**config.mk**
```make
export PLATFORM = sky130hd
export DESIGN_NAME = luhn_card_brand_check_unit
export DESIGN_NICKNAME = d
export VERILOG_FILES = /design/src/rtl/lcbc_pkg.sv /design/src/rtl/luhn_card_brand_check_unit.sv
export SDC_FILE = /design/constraint.sdc
export NUM_CORES = 1
export LEC_CHECK = 0
export ABC_AREA = 1
export BUFFER_PORTS_ARGS = -buffer_cell sky130_fd_sc_hd__buf_2
export CORE_MARGIN = 3
export CORE_UTILIZATION = 55
export DETAILED_ROUTE_END_ITERATION = 6
export PLACE_DENSITY_LB_ADDON = 0.2
export SYNTH_ARGS = -nofsm -noshare
export SYNTH_HDL_FRONTEND = slang
export SYNTH_SLANG_ARGS = --single-unit
```
**constraint.sdc**
```tcl
create_clock -name clk -period 6.69 [get_ports clk]
set_clock_uncertainty 0.1 [all_clocks]
set_input_delay 0 -clock clk [delete_from_list [all_inputs] [get_ports clk]]
set_output_delay 0 -clock clk [all_outputs]
set_load 0.05 [all_outputs]
```
**src/rtl/lcbc_pkg.sv**
```systemverilog
// ----------------------------------------------------------------------------
// lcbc_pkg
// Shared types and constants for the Luhn check / card brand unit.
// ----------------------------------------------------------------------------
package lcbc_pkg;

    localparam int IN_WIDTH        = 54;
    localparam int IN_TDATA_WIDTH  = ((IN_WIDTH + 7) / 8) * 8;
    localparam int BCD_DIGITS      = 17;                  // 2^54-1 has 17 digits
    localparam int BCD_WIDTH       = 4 * BCD_DIGITS;
    localparam int BITS_PER_STEP   = 3;
    localparam int CONV_STEPS      = IN_WIDTH / BITS_PER_STEP;
    localparam int CONV_CNT_WIDTH  = $clog2(CONV_STEPS);
    localparam int COUNT_WIDTH     = 5;
    localparam int MAX_DIGITS      = 16;
    localparam int OUT_WIDTH       = 12;
    localparam int OUT_TDATA_WIDTH = ((OUT_WIDTH + 7) / 8) * 8;

    typedef enum logic [1:0] {
        ST_IDLE,
        ST_CONVERT,
        ST_SCAN
    } state_t;

    typedef enum logic [1:0] {
        BRAND_INVALID    = 2'd0,
        BRAND_AMEX       = 2'd1,
        BRAND_VISA       = 2'd2,
        BRAND_MASTERCARD = 2'd3
    } brand_t;

    // packed MSB first: brand ends up in the lowest bits
    typedef struct packed {
        logic [COUNT_WIDTH-1:0] digit_count;
        logic [3:0]             sum_mod_ten;
        logic                   luhn_ok;
        brand_t                 brand;
    } result_t;

endpackage

```
**src/rtl/luhn_card_brand_check_unit.sv**
```systemverilog
// ----------------------------------------------------------------------------
// luhn_card_brand_check_unit
// Luhn mod-10 check, digit count and card brand of a binary card number.
// ----------------------------------------------------------------------------
// One item is a binary card number; the result is its brand, the Luhn pass
// flag, the Luhn sum modulo 10 and the decimal digit count (0 to 17). The
// accepting edge loads the number; the binary-to-BCD converter (a shift/add-3
// unit that takes 3 input bits per cycle) runs first, then one shared digit
// adder peels a digit per cycle and updates the running sum, and at last the
// result is registered. The input side is ready again once the result is
// registered, so the unit takes no new number before it is through with the
// last one. A finished result waits in its output register without blocking
// the next item, but a scan that ends while that register is still full holds
// until it drains. Numbers longer than MAX_DIGITS (16 by default) are
// reported with luhn_ok low and brand INVALID.
module luhn_card_brand_check_unit
#(
    parameter int MAX_DIGITS = lcbc_pkg::MAX_DIGITS
)
(
    input  logic                                  clk,
    input  logic                                  rst_n,
    input  logic                                  s_tvalid,
    output logic                                  s_tready,
    input  logic [lcbc_pkg::IN_TDATA_WIDTH-1:0]   s_tdata,   // [53:0] card_number
    output logic                                  m_tvalid,
    input  logic                                  m_tready,
    output logic [lcbc_pkg::OUT_TDATA_WIDTH-1:0]  m_tdata    // [1:0] brand, [2] luhn_ok,
                                                             // [6:3] sum_mod_ten,
                                                             // [11:7] digit_count
);

    import lcbc_pkg::*;

    state_t                    state_reg, state_next;
    logic [IN_WIDTH-1:0]       bin_reg, bin_next;
    logic [BCD_WIDTH-1:0]      bcd_reg, bcd_next;
    logic [CONV_CNT_WIDTH-1:0] conv_cnt_reg, conv_cnt_next;
    logic [COUNT_WIDTH-1:0]    count_reg, count_next;
    logic [3:0]                sum_reg, sum_next;
    logic [3:0]                top_reg, top_next;
    logic [3:0]                second_reg, second_next;
    result_t                   result_reg, result_next;
    logic                      out_valid_reg, out_valid_next;

    logic                      in_accept;
    logic                      scan_done;
    logic                      load_out;
    logic [BCD_WIDTH-1:0]      bcd_conv;
    logic [3:0]                digit;
    logic [3:0]                contrib;
    logic [4:0]                sum_raw;
    logic                      ok;
    brand_t                    brand;

    // one double-dabble step: add 3 to every digit >= 5, then shift in a bit
    function automatic logic [BCD_WIDTH-1:0] dabble_step(input logic [BCD_WIDTH-1:0] bcd,
                                                         input logic bit_in);
        logic [BCD_WIDTH-1:0] adj;
        adj = bcd;
        for (int i = 0; i < BCD_DIGITS; i++)
        begin
            if (adj[4*i +: 4] >= 4'd5)
            begin
                adj[4*i +: 4] = adj[4*i +: 4] + 4'd3;
            end
        end
        return {adj[BCD_WIDTH-2:0], bit_in};
    endfunction

    // digit sum of 2*d
    function automatic logic [3:0] doubled_digit(input logic [3:0] d);
        logic [3:0] r;
        unique case (d)
            4'd0:    r = 4'd0;
            4'd1:    r = 4'd2;
            4'd2:    r = 4'd4;
            4'd3:    r = 4'd6;
            4'd4:    r = 4'd8;
            4'd5:    r = 4'd1;
            4'd6:    r = 4'd3;
            4'd7:    r = 4'd5;
            4'd8:    r = 4'd7;
            4'd9:    r = 4'd9;
            default: r = 4'd0;
        endcase
        return r;
    endfunction

    always_comb
    begin
        bcd_conv = bcd_reg;
        for (int j = 0; j < BITS_PER_STEP; j++)
        begin
            bcd_conv = dabble_step(bcd_conv, bin_reg[IN_WIDTH-1-j]);
        end
    end

    // digit peel and mod-10 accumulate
    always_comb
    begin
        digit   = bcd_reg[3:0];
        contrib = count_reg[0] ? doubled_digit(digit) : digit;
        sum_raw = {1'b0, sum_reg} + {1'b0, contrib};
        if (sum_raw >= 5'd10)
        begin
            sum_raw = sum_raw - 5'd10;
        end
    end

    // classification of the finished scan
    always_comb
    begin
        ok    = (sum_reg == 4'd0) && (count_reg <= COUNT_WIDTH'(MAX_DIGITS));
        brand = BRAND_INVALID;
        if (ok && count_reg >= 5'd2)
        begin
            priority if (top_reg == 4'd3 && (second_reg == 4'd4 || second_reg == 4'd7)
                         && count_reg == 5'd15)
            begin
                brand = BRAND_AMEX;
            end
            else if (top_reg == 4'd4 && (count_reg == 5'd13 || count_reg == 5'd16))
            begin
                brand = BRAND_VISA;
            end
            else if (top_reg == 4'd5 && second_reg >= 4'd1 && second_reg <= 4'd5
                     && count_reg == 5'd16)
            begin
                brand = BRAND_MASTERCARD;
            end
            else
            begin
                brand = BRAND_INVALID;
            end
        end
    end

    // handshake and control outputs
    always_comb
    begin
        s_tready  = (state_reg == ST_IDLE);
        in_accept = s_tvalid && s_tready;
        scan_done = (state_reg == ST_SCAN) && (bcd_reg == '0);
        load_out  = scan_done && (!out_valid_reg || m_tready);
        m_tvalid  = out_valid_reg;
        m_tdata   = {{(OUT_TDATA_WIDTH-OUT_WIDTH){1'b0}}, result_reg};
    end

    // next state
    always_comb
    begin
        state_next = state_reg;
        unique case (state_reg)
            ST_IDLE:
            begin
                if (in_accept)
                begin
                    state_next = ST_CONVERT;
                end
            end
            ST_CONVERT:
            begin
                if (conv_cnt_reg == CONV_CNT_WIDTH'(CONV_STEPS - 1))
                begin
                    state_next = ST_SCAN;
                end
            end
            ST_SCAN:
            begin
                if (load_out)
                begin
                    state_next = ST_IDLE;
                end
            end
            default:
            begin
                state_next = ST_IDLE;
            end
        endcase
    end

    // datapath next values
    always_comb
    begin
        bin_next       = bin_reg;
        bcd_next       = bcd_reg;
        conv_cnt_next  = conv_cnt_reg;
        count_next     = count_reg;
        sum_next       = sum_reg;
        top_next       = top_reg;
        second_next    = second_reg;
        result_next    = result_reg;
        out_valid_next = out_valid_reg;

        if (m_tready)
        begin
            out_valid_next = 1'b0;
        end

        unique case (state_reg)
            ST_IDLE:
            begin
                if (in_accept)
                begin
                    bin_next      = s_tdata[IN_WIDTH-1:0];
                    bcd_next      = '0;
                    conv_cnt_next = '0;
                    count_next    = '0;
                    sum_next      = '0;
                    top_next      = '0;
                    second_next   = '0;
                end
            end
            ST_CONVERT:
            begin
                bin_next      = {bin_reg[IN_WIDTH-BITS_PER_STEP-1:0], {BITS_PER_STEP{1'b0}}};
                bcd_next      = bcd_conv;
                conv_cnt_next = conv_cnt_reg + 1'b1;
            end
            ST_SCAN:
            begin
                if (!scan_done)
                begin
                    bcd_next    = {4'd0, bcd_reg[BCD_WIDTH-1:4]};
                    count_next  = count_reg + 1'b1;
                    sum_next    = sum_raw[3:0];
                    second_next = top_reg;
                    top_next    = digit;
                end
                else if (load_out)
                begin
                    result_next.brand       = brand;
                    result_next.luhn_ok     = ok;
                    result_next.sum_mod_ten = sum_reg;
                    result_next.digit_count = count_reg;
                    out_valid_next          = 1'b1;
                end
            end
            default:
            begin
                bin_next = bin_reg;
            end
        endcase
    end

    always_ff @(posedge clk or negedge rst_n)
    begin
        if (!rst_n)
        begin
            state_reg     <= ST_IDLE;
            out_valid_reg <= 1'b0;
        end
        else
        begin
            state_reg     <= state_next;
            out_valid_reg <= out_valid_next;
        end
    end

    always_ff @(posedge clk)
    begin
        bin_reg      <= bin_next;
        bcd_reg      <= bcd_next;
        conv_cnt_reg <= conv_cnt_next;
        count_reg    <= count_next;
        sum_reg      <= sum_next;
        top_reg      <= top_next;
        second_reg   <= second_next;
        result_reg   <= result_next;
    end

    // a branded result always passed Luhn and has a brand length
    assert property (@(posedge clk) disable iff (!rst_n)
        m_tvalid && result_reg.brand != BRAND_INVALID |->
            result_reg.luhn_ok && (result_reg.digit_count == 5'd13 ||
            result_reg.digit_count == 5'd15 || result_reg.digit_count == 5'd16))
        else $error("branded result without Luhn pass or valid length");

    // an accepted item starts conversion and blocks further input
    assert property (@(posedge clk) disable iff (!rst_n)
        s_tvalid && s_tready |=> state_reg == ST_CONVERT && !s_tready)
        else $error("accepted item did not start conversion");

    // running sum stays reduced modulo 10 during the scan
    assert property (@(posedge clk) disable iff (!rst_n)
        state_reg == ST_SCAN && $past(state_reg) == ST_SCAN |-> sum_reg < 4'd10)
        else $error("running Luhn sum out of range");

    // converter step count stays inside the conversion window
    assert property (@(posedge clk) disable iff (!rst_n)
        state_reg == ST_CONVERT |-> conv_cnt_reg < CONV_CNT_WIDTH'(CONV_STEPS))
        else $error("conversion step counter overran");

endmodule
```
* After elaboration in Yosys (flattened, before gate mapping) *
Memories as Yosys holds them, arrays and structs flattened. A register that Yosys moved wholly into a read port is not among the register bits.
Cells that the tools add are included.
Widths: inputs -> output; s select.

cells by class
  magnitude comparators = 56
  add/subtract/negate cells = 55
  reduce and logical (&&, ||, !) cells = 27
  eq/ne operators = 15
  bitwise gates (word level) = 1
  mux-type cells = 81

operators by type and width
  operator             number
  $mux 4               55
  $ge 4x3->1 const B   51
  $pmux 68 s3          1
  $add 4x2->4 const B  48
  $mux 68              2
  $pmux 54 s2          1
  $logic_not 68->1     1
  $mux 54              1
  $pmux 4 s2           3
  $pmux 5 s2           2
  $eq 4x3->1 const B   4
  $reduce_and 3->1     4
  $logic_and 1x1->1    11
  $add 5x1->5 const B  2
  $eq 5x4->1 const B   2
  $eq 5x5->1 const B   2
  $mux 2               5
  $mux 5               2
  $add 3x2->3 const B  3
  $mux 3               3
  $ne 2x2->1 const B   3
  $pmux 2 s3           1
  $add 4x4->5          1
  $ge 5x2->1 const B   1
  19 further kinds     26

storage, ports and cells
  output and inout bits = 18
  logic and storage cells = 250
  register bits = 159
  input port bits = 60
  memories kept = 1
  memory bits (read-only) = 64

memory list
  name             depth  bits a word  read ports  clocked after memory_dff  write ports  line                              text
  (no name shown)  16     4            1           1                         0            luhn_card_brand_check_unit.sv:74  unique case (d)

* Logic depth before layout (Yosys ltp) *
Gate-level depths: netlist of run 1.

  depth in word-level cells = 8
  mapped depth = 27
  mapped depth without buffers = 27

* Worst setup path before layout of run 1 *
Ideal clock, no wire load.

  path kind = register to register
  start point = register state_reg[0]
  end point = register bin_reg[0] (enable)
  path slack = 2.085 ns
  buffers on the path = 0
  library setup time = 0.496 ns
  period minus slack after synthesis = 4.605 ns
  data required time = 6.094 ns
  cell stages (with the launch flop) = 5
  arrival time = 4.009 ns
  cells stage by stage = dfrtp_1 inv_1 ha_1 inv_1 a21oi_1

on the way
  longest elaborated chain between the ends = 4
  elaborated cells between the ends (all ways) = 6
  classes of those cells = 2 x eq/ne; 4 x reduce/logical

RTL lines
  element                                line                               text
  start: declaration                     luhn_card_brand_check_unit.sv:35   state_t state_reg, state_next;
  start signal: assignment               luhn_card_brand_check_unit.sv:256  state_reg <= state_next;
  $logic_not 2->1 (*)                    luhn_card_brand_check_unit.sv:142  s_tready = (state_reg == ST_IDLE);
  via s_tready                           luhn_card_brand_check_unit.sv:24   output logic s_tready,
  $logic_and 1x1->1                      luhn_card_brand_check_unit.sv:143  in_accept = s_tvalid && s_tready;
  $ne 2x1->1 (no source line)            -
  $reduce_and 2->1 (no source line) (*)  -
  end signal: assignment                 luhn_card_brand_check_unit.sv:263  bin_reg <= bin_next;
  end: declaration                       luhn_card_brand_check_unit.sv:36   logic [IN_WIDTH-1:0] bin_reg, bin_next;

Mark *: on every way through the listed nets, which the timed path passes. The rest lies on a longest branch.
A chain may end at the register's enable or synchronous reset.

==> metrics list, run 1 <==
- Result of the run: completed
* DRT Pass-1 Iters: 5
* Synth warn: 0
- Detailed placer's ending HPWL: 20,800 um
- In this run the worst path has a maximum fanout of 5.
- Via count of the first global-routing pass: 10,700
- Pin placement for this block handled 78 I/O pins.
- Timing would allow up to 0.266 GHz.
- The largest total area in the synthesized netlist belongs to sky130_fd_sc_hd__edfxtp_1.
- DR vias: 11,200
* Total wirelength of the detailed-routed design: 30,000 um
- The detailed router used layers up to and including met4.
* Setup crit end kind: register
- In the final layout, the share of cells above drive strength 1 is 0.144.
- Number of hold violations in the final report: 0
- Async set or reset register ratio after synthesis: 0.0184
- RSZ-0062 raised after global routing: no
* Starting utilization of the core area: 0.563
- Headroom to the max-slew limit came out at 0.333.
- Yosys mapped a number of flops with a built-in enable equal to 156.
- Post-Syn Instances: 1,698
- Crit Path Class: register to register
- The clock reaches the later pin of the worst-skew pair after 0.44 ns.
* Site Rows: 56
- Post-synthesis instance area: 13,300 um^2
- For this run, the post-layout net count is 2,012.
* Initial antenna violation count: 0
- The detailed router finished its first iteration with 726 violations.
- Setup violations remaining at the end of the flow were counted as 0.
* Kind of path behind the tightest hold check: input port to register
- For this run, the number of standard cells in the final layout without fillers is 2,149.
- STA classifies the critical path startpoint as a register.
* Clock tree buffer depth: 2
- The die covers 26,200 um^2.
* Number of clock sinks: 163
* Synth top area share: 0.351
- The detail route stage leaves a number of antenna-violating nets equal to 0.
* Overall overflow remaining after global route: 0
- The clock tree synthesis step divided the H-tree into 4 levels.
* Post-route met1 wirelength: 13,100 um
- Wire segments on met3 add up to 1150 um in the final route.
* DR WL/cell: 14.0 um
- Most frequent cells in the layout: sky130_fd_sc_hd__nand2_1 (489), sky130_fd_sc_hd__inv_1 (241), sky130_fd_sc_hd__edfxtp_1 (156), sky130_fd_sc_hd__ha_1 (132), sky130_fd_sc_hd__a21oi_1 (103)
- Time the final worst path needs with I/O delays and setup: 3.76 ns
- Fraction of the yosys area taken by sequential cells: 0.363
- Setup TNS: 0 ns
* Die Span Y: 162 um
* Largest net degree at the start of global routing: 81
* TritonCTS clock tree: built
- Number of cells after detailed placement: 2,060
- Area growth from synthesis to final layout: 14.1%
- TritonCTS buffer count: 17
- Filler Cell Count: 1,990
- The first global-routing pass estimated 49,400 um of wire.
* # diodes: 0
- The number of pins exceeding their max-slew limit in the final report was 0.
* Number of distinct standard cells referenced by the synthesized netlist: 53
- Final RePlAce weighted congestion: 0.876
- Worst Path Arrival: 3.98 ns
- At the pin with the least slew margin, the transition time is 1.00 ns.
- Most common cell after layout, fill and taps aside: sky130_fd_sc_hd__nand2_1
* Final core area utilization: 0.643
- Worst-case hold slack: 0.0794 ns
* Flops & latches, synth: 163
- Cell at the root of the clock tree: sky130_fd_sc_hd__clkbuf_16
- Number of flip-flops in the largest register: 68
* Final critical-path share of the clock period: 0.562
* Core Box Area: 23,700 um^2
- Top_reg_cell synth: sky130_fd_sc_hd__edfxtp_1
- Leading post-synthesis cells by cell area: sky130_fd_sc_hd__edfxtp_1 (35%), sky130_fd_sc_hd__nand2_1 (14%), sky130_fd_sc_hd__ha_1 (13%)
- Detailed-route DRC error count: 0
* Worst Path Required: 6.91 ns
* Amount of wire on met2 after detailed routing: 15,100 um
* GRT Resource Usage Total: 0.229
* Die boundary width: 162 um
- Using the TritonRoute via totals, the vias-per-cell ratio works out to 5.22.
- Area taken by multi-input logic gates: 7370 um^2
* Clock transition at the registers of the reported paths: 0.07 ns
- Once the clock tree was built, the setup fixing pass inserted 0 buffers.
- The tool flagged a number of max-cap violations equal to 0.
- During placement, the flow inserted port buffers numbering 71.
* Total area of sequential cells: 4840 um^2
- After synthesis, the mean cell area works out to 7.85 um^2.
==> critical path: stages, from the launching register on <==
cell	delay (ns)
sky130_fd_sc_hd__edfxtp_1	0.42
sky130_fd_sc_hd__inv_1	0.14
sky130_fd_sc_hd__ha_1	0.23
sky130_fd_sc_hd__inv_1	0.09
sky130_fd_sc_hd__nand2_1	0.10
sky130_fd_sc_hd__nand3_2	0.11
sky130_fd_sc_hd__nand2_1	0.06
sky130_fd_sc_hd__nand2_1	0.13
sky130_fd_sc_hd__ha_1	0.20
sky130_fd_sc_hd__inv_1	0.05
sky130_fd_sc_hd__or2_2	0.28
sky130_fd_sc_hd__nand3_2	0.12
sky130_fd_sc_hd__nand3_1	0.08
sky130_fd_sc_hd__nand2_1	0.14
sky130_fd_sc_hd__ha_1	0.19
sky130_fd_sc_hd__inv_1	0.05
sky130_fd_sc_hd__or2_2	0.28
sky130_fd_sc_hd__nand3_2	0.10
sky130_fd_sc_hd__nand2_2	0.06
sky130_fd_sc_hd__nand2_1	0.07
sky130_fd_sc_hd__nand3_2	0.06
sky130_fd_sc_hd__nand2_1	0.09
sky130_fd_sc_hd__nand3_1	0.13
sky130_fd_sc_hd__nand2_2	0.16
sky130_fd_sc_hd__nor2_2	0.06
sky130_fd_sc_hd__nand2_1	0.08
sky130_fd_sc_hd__nand3_1	0.07
==> cells by family after synthesis <==
logic type	count (synthesis)	share of synthesized area
and+or+nand+nor	762	0.248
DFF	163	0.363
other	1	0.000281
xor gates and xnor gates	56	0.0435
adders and majority gates	135	0.127
AOI/OAI and AO/OA	279	0.131
buffers and inverters	302	0.0877
==> synthesized netlist by cell type, types with 23 or more instances <==
| master | instances |
|---|---|
| sky130_fd_sc_hd__edfxtp_1 | 156 |
| sky130_fd_sc_hd__nand2_1 | 489 |
| sky130_fd_sc_hd__o21ai_1 | 25 |
| sky130_fd_sc_hd__nand3_1 | 77 |
| sky130_fd_sc_hd__nor2_1 | 81 |
| sky130_fd_sc_hd__a21oi_1 | 104 |
| sky130_fd_sc_hd__inv_1 | 241 |
| sky130_fd_sc_hd__o21ai_2 | 42 |
| sky130_fd_sc_hd__ha_1 | 134 |
| sky130_fd_sc_hd__nand2_2 | 28 |
| sky130_fd_sc_hd__nand4_1 | 23 |
| sky130_fd_sc_hd__o21ai_0 | 63 |
| sky130_fd_sc_hd__xor2_1 | 30 |
==> worst paths after layout <==
kind	from	to	slack, ns	cells past startpoint
worst max-delay path	bcd_reg[0]	register	2.93	26
worst min-delay path	s_tvalid	state_reg[0]	0.08	6
worst max register to register	bcd_reg[0]	register	2.93	26
worst min register to register	count_reg[4]	m_tdata[11]	0.38	0
max in group asynchronous	rst_n	m_tvalid	5.98	3
min in group asynchronous	rst_n	state_reg[0]	0.35	3
==> stage by stage <==
stage	instance area [um^2]	worst slack, ns
floorplan	13300	2.09
global placement	14000	3.07
detailed placement	14000	2.99
CTS	15200	2.93
global route	15200	2.59
finish	15200	2.93
==> final cells by class <==
class	instances	share of cell area
Tap cell	319	0.0262
Clock inverter	15	0.0141
Clock buffer	17	0.0279
Inverter	263	0.0649
Timing Repair Buffer	136	0.0648
Multi-Input combinational cell	1236	0.484
Sequential cell	163	0.318
==> what timing repair did <==
item                      CTS  global route
hold endpoints to repair   58             0
hold buffers               57             0
gates resized for setup     0             0
==> metal layers <==
layer,GRT usage,up-vias
li1,-,5762
met1,0.290,5159
met2,0.413,253
met3,0.0270,48
met4,0.0690,0
met5,0,-
Power of run 1 is left out: the tool's default activity adds up to more than one toggle a clock period on the data nets, which glitch-free logic cannot reach.
==> run 2, diff against run 1 <==
clock period = 3.8 ns   (was 6.69 ns; I/O delays follow)
==> metrics list, run 2 (synthesized netlist as in run 1, its figures left out) <==
- The sum of net half-perimeters after detailed placement was 21,000 um (was 20,800 um).
* Proportion of layout cells with a drive suffix above 1: 0.151 (was 0.144)
- The flip-flop count of the largest register after layout came to 68 (unchanged).
- Iteration-0 DRC Markers: 795 (was 726)
- Path depth of the worst reg2reg path: 26 (unchanged)
- The number of nets in the final layout was 2,015 (was 2,012).
* Number of hold violations in the final report: 0 (unchanged)
* Wire length of the first global-routing pass: 49,900 um (was 49,400 um)
* Most common cell after layout, fill and taps aside: sky130_fd_sc_hd__nand2_1 (unchanged)
- The initial antenna violation count came to 0 (unchanged).
- Result of the run: completed (unchanged)
* Total wirelength of the detailed-routed design: 29,800 um (was 30,000 um)
- DRT Pass-1 Iters: 5 (unchanged)
- Time the final worst path needs with I/O delays and setup: 3.56 ns (was 3.76 ns)
- Detailed-route DRC error count: 0 (unchanged)
- The relative slew slack is 0.394 (was 0.333).
- F_max: 0.281 GHz (was 0.266 GHz)
- Critical path peak fanout: 5 (unchanged)
- The startpoint of the lowest-slack register-to-register path is bcd_reg[0] (unchanged).
- Minimum setup slack in the final design: 0.237 ns (was 2.93 ns)
- The number of sinks handled by clock tree synthesis came to 163 (unchanged).
- Clock transition at the registers of the reported paths: 0.07 ns (about the same)
* DR vias: 11,300 (was 11,200)
- The endpoint kind of the worst setup timing path is a register (unchanged).
- The count of input and output buffers came to 71 (unchanged).
- The number of max-cap violations is 0 (unchanged).
* TritonCTS clock tree: built (unchanged)
* Pre-CTS setup slack: 0.0827 ns (was 2.99 ns)
- The I/O pin total was 78 (unchanged).
- Starting utilization of the core area: 0.563 (unchanged)
- Cell at the root of the clock tree: sky130_fd_sc_hd__clkbuf_16 (unchanged)
- Final critical-path share of the clock period: 0.938 (was 0.562)
* Slew at the pin with the worst max-slew slack: 0.908 ns (was 1.00 ns)
* Final RePlAce weighted congestion: 0.868 (was 0.876)
* Slack of the worst reg-to-reg path: 0.24 ns (was 2.93 ns)
- TritonCTS buffer count: 17 (unchanged)
- The clock latency on the worst-skew pair was 0.44 ns (about the same).
- The CTS H-tree depth came to 4 (unchanged).
- Kind of start point of the critical path: register (unchanged)
- Core Box Area: 23,700 um^2 (unchanged)
* Most frequent cells in the layout: sky130_fd_sc_hd__nand2_1 (486), sky130_fd_sc_hd__inv_1 (238), sky130_fd_sc_hd__edfxtp_1 (156), sky130_fd_sc_hd__ha_1 (131), sky130_fd_sc_hd__a21oi_1 (103) (was sky130_fd_sc_hd__nand2_1 (489), sky130_fd_sc_hd__inv_1 (241), sky130_fd_sc_hd__edfxtp_1 (156), sky130_fd_sc_hd__ha_1 (132), sky130_fd_sc_hd__a21oi_1 (103))
- Setup-failing EPs final: 0 (unchanged)
- GRT Resource Usage Total: 0.230 (was 0.229)
- Overall die area: 26,200 um^2 (unchanged)
- Die boundary width: 162 um (unchanged)
* Clock tree buffer depth: 2 (unchanged)
- The average wire length per cell after detail routing was 13.9 um (was 14.0 um).
* Final-report max-slew violation count: 0 (unchanged)
- Kind of path behind the tightest hold check: input port to register (unchanged)
- Largest net degree at the start of global routing: 81 (unchanged)
- Via count of the first global-routing pass: 10,900 (was 10,700)
* Filler Cell Count: 2,041 (was 1,990)
* # diodes: 0 (unchanged)
* Site Rows: 56 (unchanged)
- The area growth from synthesis to layout came to 14.2% (was 14.1%).
- The total congestion overflow after global routing came to 0 (unchanged).
- Worst Path Arrival: 3.79 ns (was 3.98 ns)
- The y dimension of the die is 162 um (unchanged).
- Crit Path Class: register to register (unchanged)
- Antenna viol nets, final: 0 (unchanged)
- Worst-case hold slack: 0.0965 ns (was 0.0794 ns)
- The via density per instance came to 5.27 (was 5.22).
- The share of the core filled with cells came to 0.643 (about the same).
- The beginning of the critical path is bcd_reg[0] (unchanged).
- The required time at the endpoint of the critical path was 4.02 ns (was 6.91 ns).
[run 2: changes by cell type in the layout (fill, tap and decap cells not counted), sizes merged]
cell,before,now
inv,267,273
clkinvlp,0,1
buf,79,82
bufinv,1,0
clkinv,10,4
[run 2: through the flow]
step | area (um^2) | std cells | TNS (ns)
final | 15200 | 2152 | 0
after global routing | 15200 | 2152 | -0.00714
after CTS | 15200 | 2149 | 0
after detailed placement | 14000 | 2060 | 0
after global placement | 14000 | 2060 | 0
after floorplan | 13400 | 1701 | 0
[run 2: how the worst min path moves through the flow]
stage	cells after the start	to	start	slack, ns
floorplan	0	m_tvalid	rst_n	-0.40
global placement	1	m_tvalid	rst_n	-0.30
detailed placement	1	m_tvalid	rst_n	-0.30
CTS	6	state_reg[1]	s_tvalid	0.09
global route	6	state_reg[0]	s_tvalid	0.18
finish	6	state_reg[1]	s_tvalid	0.1
[run 2: critical path, cell delays in order, from the launching register on]
cell                       delay, ns
sky130_fd_sc_hd__edfxtp_1       0.41
sky130_fd_sc_hd__inv_2          0.09
sky130_fd_sc_hd__ha_1           0.21
sky130_fd_sc_hd__inv_1          0.11
sky130_fd_sc_hd__nand2_2        0.09
sky130_fd_sc_hd__nand3_2        0.11
sky130_fd_sc_hd__nand2_1        0.07
sky130_fd_sc_hd__nand2_2        0.10
sky130_fd_sc_hd__ha_2           0.20
sky130_fd_sc_hd__inv_1          0.05
sky130_fd_sc_hd__or2_2          0.28
sky130_fd_sc_hd__nand3_2        0.13
sky130_fd_sc_hd__nand3_1        0.10
sky130_fd_sc_hd__nand2_2        0.11
sky130_fd_sc_hd__ha_1           0.17
sky130_fd_sc_hd__inv_1          0.06
sky130_fd_sc_hd__or2_2          0.28
sky130_fd_sc_hd__nand3_2        0.10
sky130_fd_sc_hd__nand2_2        0.06
sky130_fd_sc_hd__nand2_1        0.07
sky130_fd_sc_hd__nand3_2        0.06
sky130_fd_sc_hd__nand2_1        0.11
sky130_fd_sc_hd__nand3_2        0.11
sky130_fd_sc_hd__nand2_2        0.11
sky130_fd_sc_hd__nor2_2         0.05
sky130_fd_sc_hd__nand2_1        0.07
sky130_fd_sc_hd__nand3_1        0.07
[run 2: area by class of cell]
cell class              count  area [um^2]  share of cell area
flip-flops and latches    163         4840               0.318
clock buffers              17          425              0.0279
clock inverters            15          153              0.0100
multi-input cells        1236         7410               0.487
well taps                 319          399              0.0262
repair buffers            139         1010              0.0662
inverters                 263          987              0.0648
[run 2: per-layer routing]
metal / GRT usage / up-vias / part of all wire
met4: 0.0725 / 0 / 0.024
met3: 0.0380 / 56 / 0.043
met5: 0 / - / 0
li1: - / 5762 / -
met1: 0.291 / 5283 / 0.44
met2: 0.403 / 245 / 0.49
[run 2: repair_timing]
action | 4_1_cts | 5_1_grt
hold buffers | 57 | 0
endpoints found under the setup margin | 0 | 10
hold endpoints to repair | 58 | 0
resized for setup | 0 | 13
buffers inserted | 0 | 3
Power of run 2 is left out for the same reason.
